<file path="config.mk">
export PLATFORM = sky130hd
export DESIGN_NAME = relative_error_norm_engine
export DESIGN_NICKNAME = d
export VERILOG_FILES = /design/src/ren_pkg.sv /design/src/relative_error_norm_engine.sv /design/src/ren_ctrl.sv /design/src/ren_dp.sv
export SDC_FILE = /design/constraint.sdc
export NUM_CORES = 2
export LEC_CHECK = 0
export BUFFER_PORTS_ARGS = -buffer_cell sky130_fd_sc_hd__clkbuf_2
export CELL_PAD_IN_SITES_DETAIL_PLACEMENT = 2
export CELL_PAD_IN_SITES_GLOBAL_PLACEMENT = 2
export CORE_ASPECT_RATIO = 0.8
export CORE_MARGIN = 8
export CORE_UTILIZATION = 40
export DETAILED_ROUTE_END_ITERATION = 6
export PLACE_DENSITY = 0.87
export SYNTH_ARGS = -nofsm -noshare
export SYNTH_HDL_FRONTEND = slang
export SYNTH_SLANG_ARGS = --single-unit
</file>
<file path="constraint.sdc">
create_clock -name aclk -period 19.26 [get_ports aclk]
set_clock_uncertainty 0.2 [all_clocks]
set_input_delay 3.852 -clock aclk [delete_from_list [all_inputs] [get_ports aclk]]
set_output_delay 3.852 -clock aclk [all_outputs]
set_load 0.05 [all_outputs]
</file>
<file path="src/ren_pkg.sv">
// Shared types and constants for the relative error norm engine.
package ren_pkg;

    typedef enum logic [1:0] {
        MODE_REL_L1  = 2'd0,
        MODE_REL_L2  = 2'd1,
        MODE_MAX_ABS = 2'd2,
        MODE_REL_MAX = 2'd3
    } mode_t;

    typedef enum logic [1:0] {
        STAT_OK   = 2'd0,
        STAT_ZERO = 2'd1,
        STAT_SAT  = 2'd2
    } status_t;

    typedef enum logic [2:0] {
        ST_ACCUM,
        ST_DIV,
        ST_ROOT,
        ST_OUT
    } state_t;

    localparam int SAD_W = 37;
    localparam int SAR_W = 36;
    localparam int SQD_W = 52;
    localparam int SQR_W = 51;
    localparam int NUM_W = 52;
    localparam int DEN_W = 51;
    localparam int Q_W   = 64;
    localparam int CNT_W = 7;

    typedef struct packed {
        logic accum;
        logic clear;
        logic div_start;
        logic div_step;
        logic root_start;
        logic root_step;
        logic load_out;
    } ctrl_t;

    typedef struct packed {
        logic div_last;
        logic root_last;
        logic div_ovf;
        logic den_zero;
    } stat_t;

endpackage

</file>
<file path="src/relative_error_norm_engine.sv">
// Top level of the relative error norm engine.
// Pairs are taken one per cycle while accumulating. The last pair of a set starts a
// one-bit-per-cycle restoring divide and, in mode 1 when the divisor is nonzero and the quotient
// did not overflow, a square root, then the result is registered on m_*.
// The next set is taken once the result is loaded into the output register.
module relative_error_norm_engine import ren_pkg::*; #(
    parameter int MAX_SAMPLES = 1048576
) (
    input  logic        aclk,
    input  logic        aresetn,
    input  logic        s_tvalid,
    output logic        s_tready,
    input  logic [31:0] s_tdata,   // ref_sample[15:0], test_sample[31:16]
    input  logic        s_tlast,
    output logic        m_tvalid,
    input  logic        m_tready,
    output logic [55:0] m_tdata,   // error_ratio[31:0], max_abs_diff[47:32], status[49:48]
    input  logic        cfg_valid,
    output logic        cfg_ready,
    input  logic [1:0]  cfg_data
);
    logic [1:0]  mode_reg;
    ctrl_t       ctrl;
    stat_t       stat;
    logic [31:0] ratio;
    logic [15:0] mad;
    logic [1:0]  st;

    assign cfg_ready = 1'b1;
    always_ff @(posedge aclk) begin
        if (!aresetn) mode_reg <= MODE_REL_L1;
        else if (cfg_valid) mode_reg <= cfg_data;
    end

    ren_ctrl u_ctrl (
        .aclk, .aresetn, .s_tvalid, .s_tready, .s_tlast, .m_tready, .m_tvalid,
        .mode(mode_reg), .stat, .ctrl
    );

    ren_dp #(.MAX_SAMPLES(MAX_SAMPLES)) u_dp (
        .aclk, .aresetn, .ref_sample(s_tdata[15:0]), .test_sample(s_tdata[31:16]),
        .mode(mode_reg), .ctrl, .stat, .error_ratio(ratio), .max_abs_diff(mad), .status(st)
    );

    assign m_tdata = {6'd0, st, mad, ratio};
endmodule

</file>
<file path="src/ren_ctrl.sv">
// Controller sequencing accumulate, divide, root and output.
module ren_ctrl import ren_pkg::*; (
    input  logic        aclk,
    input  logic        aresetn,
    input  logic        s_tvalid,
    output logic        s_tready,
    input  logic        s_tlast,
    input  logic        m_tready,
    output logic        m_tvalid,
    input  logic [1:0]  mode,
    input  stat_t       stat,
    output ctrl_t       ctrl
);
    state_t state_reg, state_next;
    logic   mvalid_reg, mvalid_next;

    always_ff @(posedge aclk) begin
        if (!aresetn) begin
            state_reg  <= ST_ACCUM;
            mvalid_reg <= 1'b0;
        end else begin
            state_reg  <= state_next;
            mvalid_reg <= mvalid_next;
        end
    end

    assign m_tvalid = mvalid_reg;

    always_comb begin
        state_next  = state_reg;
        mvalid_next = mvalid_reg && !m_tready;
        ctrl        = '0;
        s_tready    = 1'b0;
        case (state_reg)
            ST_ACCUM: begin
                s_tready = 1'b1;
                if (s_tvalid) begin
                    ctrl.accum = 1'b1;
                    if (s_tlast) begin
                        ctrl.div_start = 1'b1;
                        state_next = ST_DIV;
                    end
                end
            end
            ST_DIV: begin
                ctrl.div_step = 1'b1;
                if (stat.div_last) begin
                    if (mode == MODE_REL_L2 && !stat.den_zero && !stat.div_ovf) begin
                        state_next = ST_ROOT;
                    end else begin
                        state_next = ST_OUT;
                    end
                    ctrl.root_start = 1'b1;
                end
            end
            ST_ROOT: begin
                ctrl.root_step = 1'b1;
                if (stat.root_last) state_next = ST_OUT;
            end
            ST_OUT: begin
                if (!mvalid_reg || m_tready) begin
                    ctrl.load_out = 1'b1;
                    ctrl.clear    = 1'b1;
                    mvalid_next   = 1'b1;
                    state_next    = ST_ACCUM;
                end
            end
            default: state_next = ST_ACCUM;
        endcase
    end
endmodule

</file>
<file path="src/ren_dp.sv">
// Datapath: accumulators, restoring divider, bitwise square root, result register.
module ren_dp import ren_pkg::*; #(
    parameter int MAX_SAMPLES = 1048576
) (
    input  logic        aclk,
    input  logic        aresetn,
    input  logic [15:0] ref_sample,
    input  logic [15:0] test_sample,
    input  logic [1:0]  mode,
    input  ctrl_t       ctrl,
    output stat_t       stat,
    output logic [31:0] error_ratio,
    output logic [15:0] max_abs_diff,
    output logic [1:0]  status
);
    localparam int PC_W = $clog2(MAX_SAMPLES + 1);

    logic [SAD_W-1:0] sad_reg;
    logic [SAR_W-1:0] sar_reg;
    logic [SQD_W-1:0] sqd_reg;
    logic [SQR_W-1:0] sqr_reg;
    logic [15:0]      pkd_reg, pkr_reg;
    logic [PC_W-1:0]  cnt_reg;

    logic signed [16:0] d;
    logic [16:0]        ad_w;
    logic [15:0]        ad, ar;
    assign d    = $signed({ref_sample[15], ref_sample}) - $signed({test_sample[15], test_sample});
    assign ad_w = d[16] ? 17'(-d) : 17'(d);
    assign ad   = ad_w[15:0];
    assign ar   = ref_sample[15] ? 16'(-ref_sample) : ref_sample;

    always_ff @(posedge aclk) begin
        if (!aresetn || ctrl.clear) begin
            sad_reg <= '0; sar_reg <= '0; sqd_reg <= '0; sqr_reg <= '0;
            pkd_reg <= '0; pkr_reg <= '0; cnt_reg <= '0;
        end else if (ctrl.accum && cnt_reg < PC_W'(MAX_SAMPLES)) begin
            sad_reg <= sad_reg + SAD_W'(ad);
            sar_reg <= sar_reg + SAR_W'(ar);
            sqd_reg <= sqd_reg + SQD_W'(ad * ad);
            sqr_reg <= sqr_reg + SQR_W'(ar * ar);
            if (ad > pkd_reg) pkd_reg <= ad;
            if (ar > pkr_reg) pkr_reg <= ar;
            cnt_reg <= cnt_reg + 1'b1;
        end
    end

    // Divider: numerator latched with its length, shifted in one bit a cycle.
    logic [NUM_W+48-1:0] num_reg;
    logic [DEN_W-1:0]    den_reg;
    logic [DEN_W:0]      rem_reg;
    logic [Q_W-1:0]      q_reg;
    logic                ovf_reg;
    logic [CNT_W-1:0]    dcnt_reg;
    logic [1:0]          md_reg;
    logic [DEN_W+1:0]    rsh;
    logic [DEN_W+1:0]    rsub;

    assign rsh  = {rem_reg, num_reg[NUM_W+48-1]};
    assign rsub = rsh - (DEN_W+2)'(den_reg);

    always_ff @(posedge aclk) begin
        if (ctrl.div_start) begin
            md_reg  <= mode;
            rem_reg <= '0;
            q_reg   <= '0;
            ovf_reg <= 1'b0;
            case (mode)
                MODE_REL_L1: begin
                    num_reg  <= {SAD_W'(sad_reg + SAD_W'(ctrl.accum && cnt_reg < PC_W'(MAX_SAMPLES) ? ad : 16'd0)), (NUM_W+48-SAD_W)'(0)};
                    den_reg  <= DEN_W'(sar_reg + SAR_W'(ctrl.accum && cnt_reg < PC_W'(MAX_SAMPLES) ? ar : 16'd0));
                    dcnt_reg <= CNT_W'(SAD_W + 24 - 1);
                end
                MODE_REL_L2: begin
                    num_reg  <= {SQD_W'(sqd_reg + SQD_W'(ctrl.accum && cnt_reg < PC_W'(MAX_SAMPLES) ? ad * ad : 32'd0)), 48'd0};
                    den_reg  <= DEN_W'(sqr_reg + SQR_W'(ctrl.accum && cnt_reg < PC_W'(MAX_SAMPLES) ? ar * ar : 32'd0));
                    dcnt_reg <= CNT_W'(SQD_W + 48 - 1);
                end
                default: begin
                    num_reg  <= {(ctrl.accum && cnt_reg < PC_W'(MAX_SAMPLES) && ad > pkd_reg) ? ad : pkd_reg, (NUM_W+48-16)'(0)};
                    den_reg  <= DEN_W'((ctrl.accum && cnt_reg < PC_W'(MAX_SAMPLES) && ar > pkr_reg) ? ar : pkr_reg);
                    dcnt_reg <= CNT_W'(16 + 24 - 1);
                end
            endcase
        end else if (ctrl.div_step) begin
            num_reg  <= num_reg << 1;
            if (q_reg[Q_W-1]) ovf_reg <= 1'b1;
            if (!rsub[DEN_W+1]) begin
                rem_reg <= rsub[DEN_W:0];
                q_reg   <= {q_reg[Q_W-2:0], 1'b1};
            end else begin
                rem_reg <= rsh[DEN_W:0];
                q_reg   <= {q_reg[Q_W-2:0], 1'b0};
            end
            dcnt_reg <= dcnt_reg - 1'b1;
        end
    end

    assign stat.div_last = (dcnt_reg == '0);
    assign stat.den_zero = (den_reg == '0);
    assign stat.div_ovf  = ovf_reg || q_reg[Q_W-1];

    // Square root, two radicand bits per cycle; starts from the final quotient.
    logic [Q_W-1:0]  x_reg;
    logic [Q_W-1:0]  r_reg;
    logic [Q_W-1:0]  b_reg;
    logic [Q_W-1:0]  rb;
    assign rb = r_reg + b_reg;
    assign stat.root_last = (b_reg[1:0] != 2'b00) || (b_reg == '0);

    always_ff @(posedge aclk) begin
        if (ctrl.root_start) begin
            x_reg <= {q_reg[Q_W-2:0], !rsub[DEN_W+1]};
            r_reg <= '0;
            b_reg <= Q_W'(1) << (Q_W - 2);
        end else if (ctrl.root_step) begin
            if (x_reg >= rb) begin
                x_reg <= x_reg - rb;
                r_reg <= (r_reg >> 1) + b_reg;
            end else begin
                r_reg <= r_reg >> 1;
            end
            b_reg <= b_reg >> 2;
        end
    end

    logic [31:0] ratio_reg;
    logic [15:0] mad_reg;
    logic [1:0]  st_reg;
    always_ff @(posedge aclk) begin
        if (ctrl.load_out) begin
            mad_reg <= pkd_reg;
            if (md_reg == MODE_MAX_ABS) begin
                ratio_reg <= '0; st_reg <= STAT_OK;
            end else if (den_reg == '0) begin
                ratio_reg <= '0; st_reg <= STAT_ZERO;
            end else if (ovf_reg || (md_reg != MODE_REL_L2 && q_reg[Q_W-1:32] != '0)) begin
                ratio_reg <= '1; st_reg <= STAT_SAT;
            end else if (md_reg == MODE_REL_L2) begin
                ratio_reg <= r_reg[31:0]; st_reg <= STAT_OK;
            end else begin
                ratio_reg <= q_reg[31:0]; st_reg <= STAT_OK;
            end
        end
    end

    assign error_ratio  = ratio_reg;
    assign max_abs_diff = mad_reg;
    assign status       = st_reg;
endmodule

</file>
* Yosys cells after proc, flatten, opt, wreduce, memory -nomap -nowiden
Index checks and enable logic that the tools add are counted.
** Storage, ports and cells
- Bits in registers :: 722
- Bits of input ports :: 40
- Output and inout port bits :: 59
- Word-level logic and storage cells :: 137
** Operators by class
- Add/sub/neg operators :: 17
- Multipliers :: 2
- Order comparisons :: 4
- Eq/ne operators :: 12
- Mux-type cells :: 45
- Reduce and logical (&&, ||, !) cells :: 33
** Operator list (count)
- $mux 64 :: 4
- $mux 100 :: 2
- $pmux 100 s2 :: 1
- $mux 32 :: 4
- $pmux 51 s2 :: 1
- $mux 16 :: 6
- $add 63x63->64 :: 1
- $add 64x63->64 :: 1
- $ge 64x64->1 :: 1
- $logic_not 64->1 :: 1
- $mul 16x16->32 :: 2
- $sub 64x64->64 :: 1
- $sub 53x51->53 :: 1
- $add 52x32->52 :: 1
- $add 52x52->52 :: 1
- $mux 52 :: 1
- $add 51x32->51 :: 1
- $add 51x51->51 :: 1
- $logic_not 51->1 :: 1
- $add 36x36->37 :: 1
- $add 37x16->37 :: 1
- $add 37x37->37 :: 1
- $add 36x16->36 :: 1
- $gt 16x16->1 :: 2
- other kinds (28) :: 75

* Depth between registers and ports, before layout
- Word-level depth :: 8
- Mapped depth :: 54
- Depth with buffers taken out :: 51

* Hierarchy
Synthesis repeated with hierarchy kept, for this count alone.
** Second synthesis, totals
- Cells, all modules :: 7667
- Area, all modules :: 64319.2 µm²
** Modules (own cells, without submodules)
- ren_dp :: times used 1, cells each 7623, area each 63920.1 µm², sequential area each 15635.0 µm²
- ren_ctrl :: times used 1, cells each 29, area each 266.5 µm², sequential area each 60.1 µm²
- relative_error_norm_engine :: times used 1, cells each 15, area each 132.6 µm², sequential area each 40.0 µm²

* Least setup slack after synthesis
OpenSTA, ideal clock, no wires.
- Path type :: input-to-reg
- From :: input s_tdata[0]
- To :: register u_dp.num_reg[90] (data pin)
- Setup time :: 268 ps
- Data arrival time :: 14881 ps
- Required time :: 18792 ps
- Slack :: 3911 ps
- Stages :: 47
- Buffers on the path :: 3
- Path through :: inv_1 -> clkbuf_1 -> ha_1 -> inv_1 -> fa_1 -> a211oi_2 -> o21ai_0 -> a311oi_2 -> o2111a_1 -> or3b_1 -> or2_1 -> o21ai_0 -> xor2_1 -> inv_2 -> clkbuf_1 -> nand2_1 -> inv_1 -> fa_1 -> [... 11 more ...] -> nor2_1 -> o31ai_1 -> a41oi_1 -> nor3_1 -> o31ai_1 -> a21boi_0 -> a21oi_1 -> and2_1 -> ha_1 -> clkbuf_1 -> nand3_1 -> nor4b_1 -> o221a_2 -> nand3_1 -> nor2_1 -> xor2_1 -> a222oi_1 -> o21ai_0
** On the way
- Longest elaborated chain between the ends :: 8
- Elaborated cells on any way between the ends :: 13
- Those cells by class :: add/sub (4); mul (1); order compare (1); mux (6); reduce/logical (1)
** RTL lines
- start, declared :: RTL line relative_error_norm_engine.sv:13 : input logic [31:0] s_tdata,
- $sub 16x16->17 (*) :: RTL line ren_dp.sv:28 : assign d = $signed({ref_sample[15], ref_sample}) - $signed({test_sample[15], test_sample});
- $neg 16->16 :: RTL line ren_dp.sv:29 : assign ad_w = d[16] ? 17'(-d) : 17'(d);
- $mux 16 (*) :: RTL line ren_dp.sv:29
- via u_dp.ad_w[10] :: RTL line ren_dp.sv:26 : logic [16:0] ad_w;
- $mul 16x16->32 / $gt 16x16->1 (equally long branches) :: RTL line ren_dp.sv:75, ren_dp.sv:80
- $mux 32 / $logic_and 1x1->1 (equally long branches) :: RTL line ren_dp.sv:75, ren_dp.sv:80
- $add 52x52->52 / $mux 16 (equally long branches) :: RTL line ren_dp.sv:75, ren_dp.sv:80
- $pmux 100 s2 (*) :: RTL line ren_dp.sv:68 : case (mode)
- $mux 100 (*) :: RTL line ren_dp.sv:63 : if (ctrl.div_start) begin
- end signal, assigned :: RTL line ren_dp.sv:70 : num_reg <= {SAD_W'(sad_reg + SAD_W'(ctrl.accum && cnt_reg < PC_W'(MAX_SAMPLES) ? ad : 16'd0)), (NUM_W+48-SAD_W ...
- end signal, assigned :: RTL line ren_dp.sv:75 : num_reg <= {SQD_W'(sqd_reg + SQD_W'(ctrl.accum && cnt_reg < PC_W'(MAX_SAMPLES) ? ad * ad : 32'd0)), 48'd0};
- end signal, assigned :: RTL line ren_dp.sv:80 : num_reg <= {(ctrl.accum && cnt_reg < PC_W'(MAX_SAMPLES) && ad > pkd_reg) ? ad : pkd_reg, (NUM_W+48-16)'(0)};
- end, declared :: RTL line ren_dp.sv:49 : logic [NUM_W+48-1:0] num_reg;
The timed path passes the listed nets; every way through them passes the cells marked *.
A chain may end at the register's enable or synchronous reset.

* Final worst setup path
- From :: input s_tdata[0]
- To :: register u_dp.sqd_reg[35]
** On the way
- Longest elaborated chain between the ends :: 5
** RTL lines
- $sub 16x16->17 (*) :: RTL line ren_dp.sv:28
- $neg 16->16 :: RTL line ren_dp.sv:29
- $mux 16 (*) :: RTL line ren_dp.sv:29
- $mul 16x16->32 (*) :: RTL line ren_dp.sv:40 : sqd_reg <= sqd_reg + SQD_W'(ad * ad);
- $add 52x32->52 (*) :: RTL line ren_dp.sv:40
- end signal, assigned :: RTL line ren_dp.sv:40
- end, declared :: RTL line ren_dp.sv:20 : logic [SQD_W-1:0] sqd_reg;
Mark *: on every way between the ends. The rest lies on a longest branch, timed or not.

==> flow_metrics.env <==
export IMPL_outcome="finished, violations left"
export IMPL_violations="capacitance limit, slew limit"
export IMPL_die_area_um2=174000
export IMPL_cts_sinks=673
export IMPL_synthDistinctLibCells=100
export IMPL_die_h_um=375
export IMPL_multiInputGateArea_um2=44900
export IMPL_pin_count=99
export IMPL_post_synth_top_area_cell="dfxtp_1"
export IMPL_drtIter0Drc=4642
export IMPL_via_count=62134
export IMPL_final_hold_viol_count=0
export IMPL_register_area_um2=15700
export IMPL_syn_cell_area_um2=64300
export IMPL_wl_per_cell_um=28.4
export IMPL_clockBufferDepth=3
export IMPL_start_util_pct=40.3
export IMPL_grt_pass1_wl_um=432000
export IMPL_dp_cells=9770
export IMPL_wl_um=282000
export IMPL_start_kind="primary input"
export IMPL_cts_hold_buf=0
export IMPL_cts_tree="built"
export IMPL_synth_area_leaders="dfxtp_1, ha_1, edfxtp_1"
export IMPL_gp_congestion=0.930
export IMPL_overflow=0
export IMPL_grt_max_degree=134
export IMPL_yosysWarnings=0
export IMPL_h_tree_depth=3
export IMPL_synthArstFlopShare_pct=0
export IMPL_crit_type="primary input to register"
export IMPL_dp_hpwl_um=195000
export IMPL_crit_slowest_cell="xor2_1"
export IMPL_io_buffers=91
export IMPL_rsz0062_at_grt="false"
export IMPL_cp_data_arrival_time_ns=18.50
export IMPL_grt_util_all_layers_pct=31.1
export IMPL_cpPeakStageDelay_ns=0.71
export IMPL_cp_max_fo=15
export IMPL_final_core_util_pct=43.7
export IMPL_cpMostUsedCell="fa_1"
export IMPL_ctsResizeCount=0
export IMPL_cts_buffers=84
export IMPL_synth_seq_cells=673
export IMPL_fin_nets=8722
export IMPL_root_buffer="clkbuf_16"
export IMPL_synth_top_area_share_pct=13.9
export IMPL_worst_slew_pin_slew_ns=1.59
export IMPL_syn_inst=7807
export IMPL_fin_cells=9933
export IMPL_slew_viol_final=3
export IMPL_maxCapViolCount=1
export IMPL_die_w_um=464
export IMPL_first_global_vias=69070
export IMPL_fin_setup_tns_ns=0
export IMPL_holdWs_ns=0.267
export IMPL_drt_pass1_iterations=6
export IMPL_antenna_found_initial=15
export IMPL_min_period_over_period_pct=94.0
export IMPL_nFillCells=17646
export IMPL_vias_per_cell=6.26
export IMPL_required_ns=19.65
export IMPL_clkLatencyLatePin_ns=0.75
export IMPL_synth_most_common_cell="nor2_1"
export IMPL_ys_seq_area_share_pct=24.5
export IMPL_synth_edff_count=226
export IMPL_min_period_ns=18.11
export IMPL_syn_to_final_growth_pct=8.49
export IMPL_maxSlewHeadroom_pct=-6.80
export IMPL_final_setup_viol_count=0
export IMPL_drc_errors=0
export IMPL_end_kind="register"
export IMPL_cts_setup_buffers=0
export IMPL_synth_avg_cell_area_um2=8.24
export IMPL_synth_commonest_cells="nor2_1, nand2_1, a21oi_1"
export IMPL_yosys_most_used_dff="dfxtp_1"
export IMPL_design_core_area_um2=160000
export IMPL_clk_pin_slew_ns=0.07
export IMPL_fmax_mhz=55.2
export IMPL_rows=131
export IMPL_ant_nets=0
export IMPL_min_path_type="register to register"
export IMPL_drive_gt1_share_pct=5.01
critical path: cells and delay by family:
family / cells / cell delay, ns
adder cells (fa/ha/maj): 10 / 4.84
AO/OA/AOI/OAI: 15 / 4.20
AND/OR/NAND/NOR: 14 / 2.91
buffers and inverters: 7 / 1.72
XOR/XNOR: 2 / 0.95
area by class of cell:
cell class                      count  share of cell area [%]
Inverter                          664                    3.58
Multi-Input combinational cell   6146                    64.4
Sequential cell                   673                    22.5
Timing Repair Buffer              160                    1.43
Clock inverter                     52                   0.929
Tap cell                         2128                    3.81
Clock buffer                      106                    3.32
Antenna cell                        4                  0.0143
layout by cell type, fill, tap and decap left out, drive strengths merged, types with 69 or more instances in the layout:
master	instances
a211oi	80
a21o	173
a21oi	655
a31oi	108
and2	99
and3	89
buf	69
clkbuf	197
dfxtp	447
edfxtp	226
fa	332
ha	621
inv	655
mux2i	179
nand2	732
nand3	149
nand4	91
nor2	857
nor2b	76
nor3	114
o21ai	461
o21bai	75
xnor2	311
xor2	308
routing by layer:
| layer | GRT usage, % | share of wire [%] |
|---|---|---|
| met1 | 38.7 | 41 |
| met2 | 52.5 | 47 |
| met3 | 5.30 | 6.3 |
| met4 | 15.0 | 5.3 |
| met5 | 0 | 0.035 |
cell families (layout without fill, tap and decap cells):
group,Yosys count,in the layout,synth area share [%]
buffers and inverters,1005,982,6.01
AND/OR/NAND/NOR,2445,2445,17.3
XOR/XNOR,619,619,8.47
multiplexers,181,181,2.82
AO/OA/AOI/OAI,1929,1929,18.6
adder cells (fa/ha/maj),953,953,22.4
other,2,23,0.0117
flip-flops,673,673,24.5
metrics by stage:
step,setup slack [ns],cell area [um^2]
floorplan,3.91,64400
global placement,2.31,66800
detailed placement,1.42,66800
CTS,1.52,69800
global route,0.713,69800
finish,1.15,69800
path summary, 6_finish.rpt:
kind / start / end / slack (ns) / cells past startpoint
setup / recovery: s_tdata[0] / u_dp.sqd_reg[35] / 1.15 / 48
hold / removal: u_dp.pkd_reg[3] / u_dp.max_abs_diff[3] / 0.27 / 0
setup reg to reg: u_dp.r_reg[22] / u_dp.x_reg[61] / 10.67 / 21
hold reg to reg: u_dp.pkd_reg[3] / u_dp.max_abs_diff[3] / 0.27 / 0
Power is not shown: default switching activity piles up to over one toggle a cycle in this logic, so the estimate is an artifact.
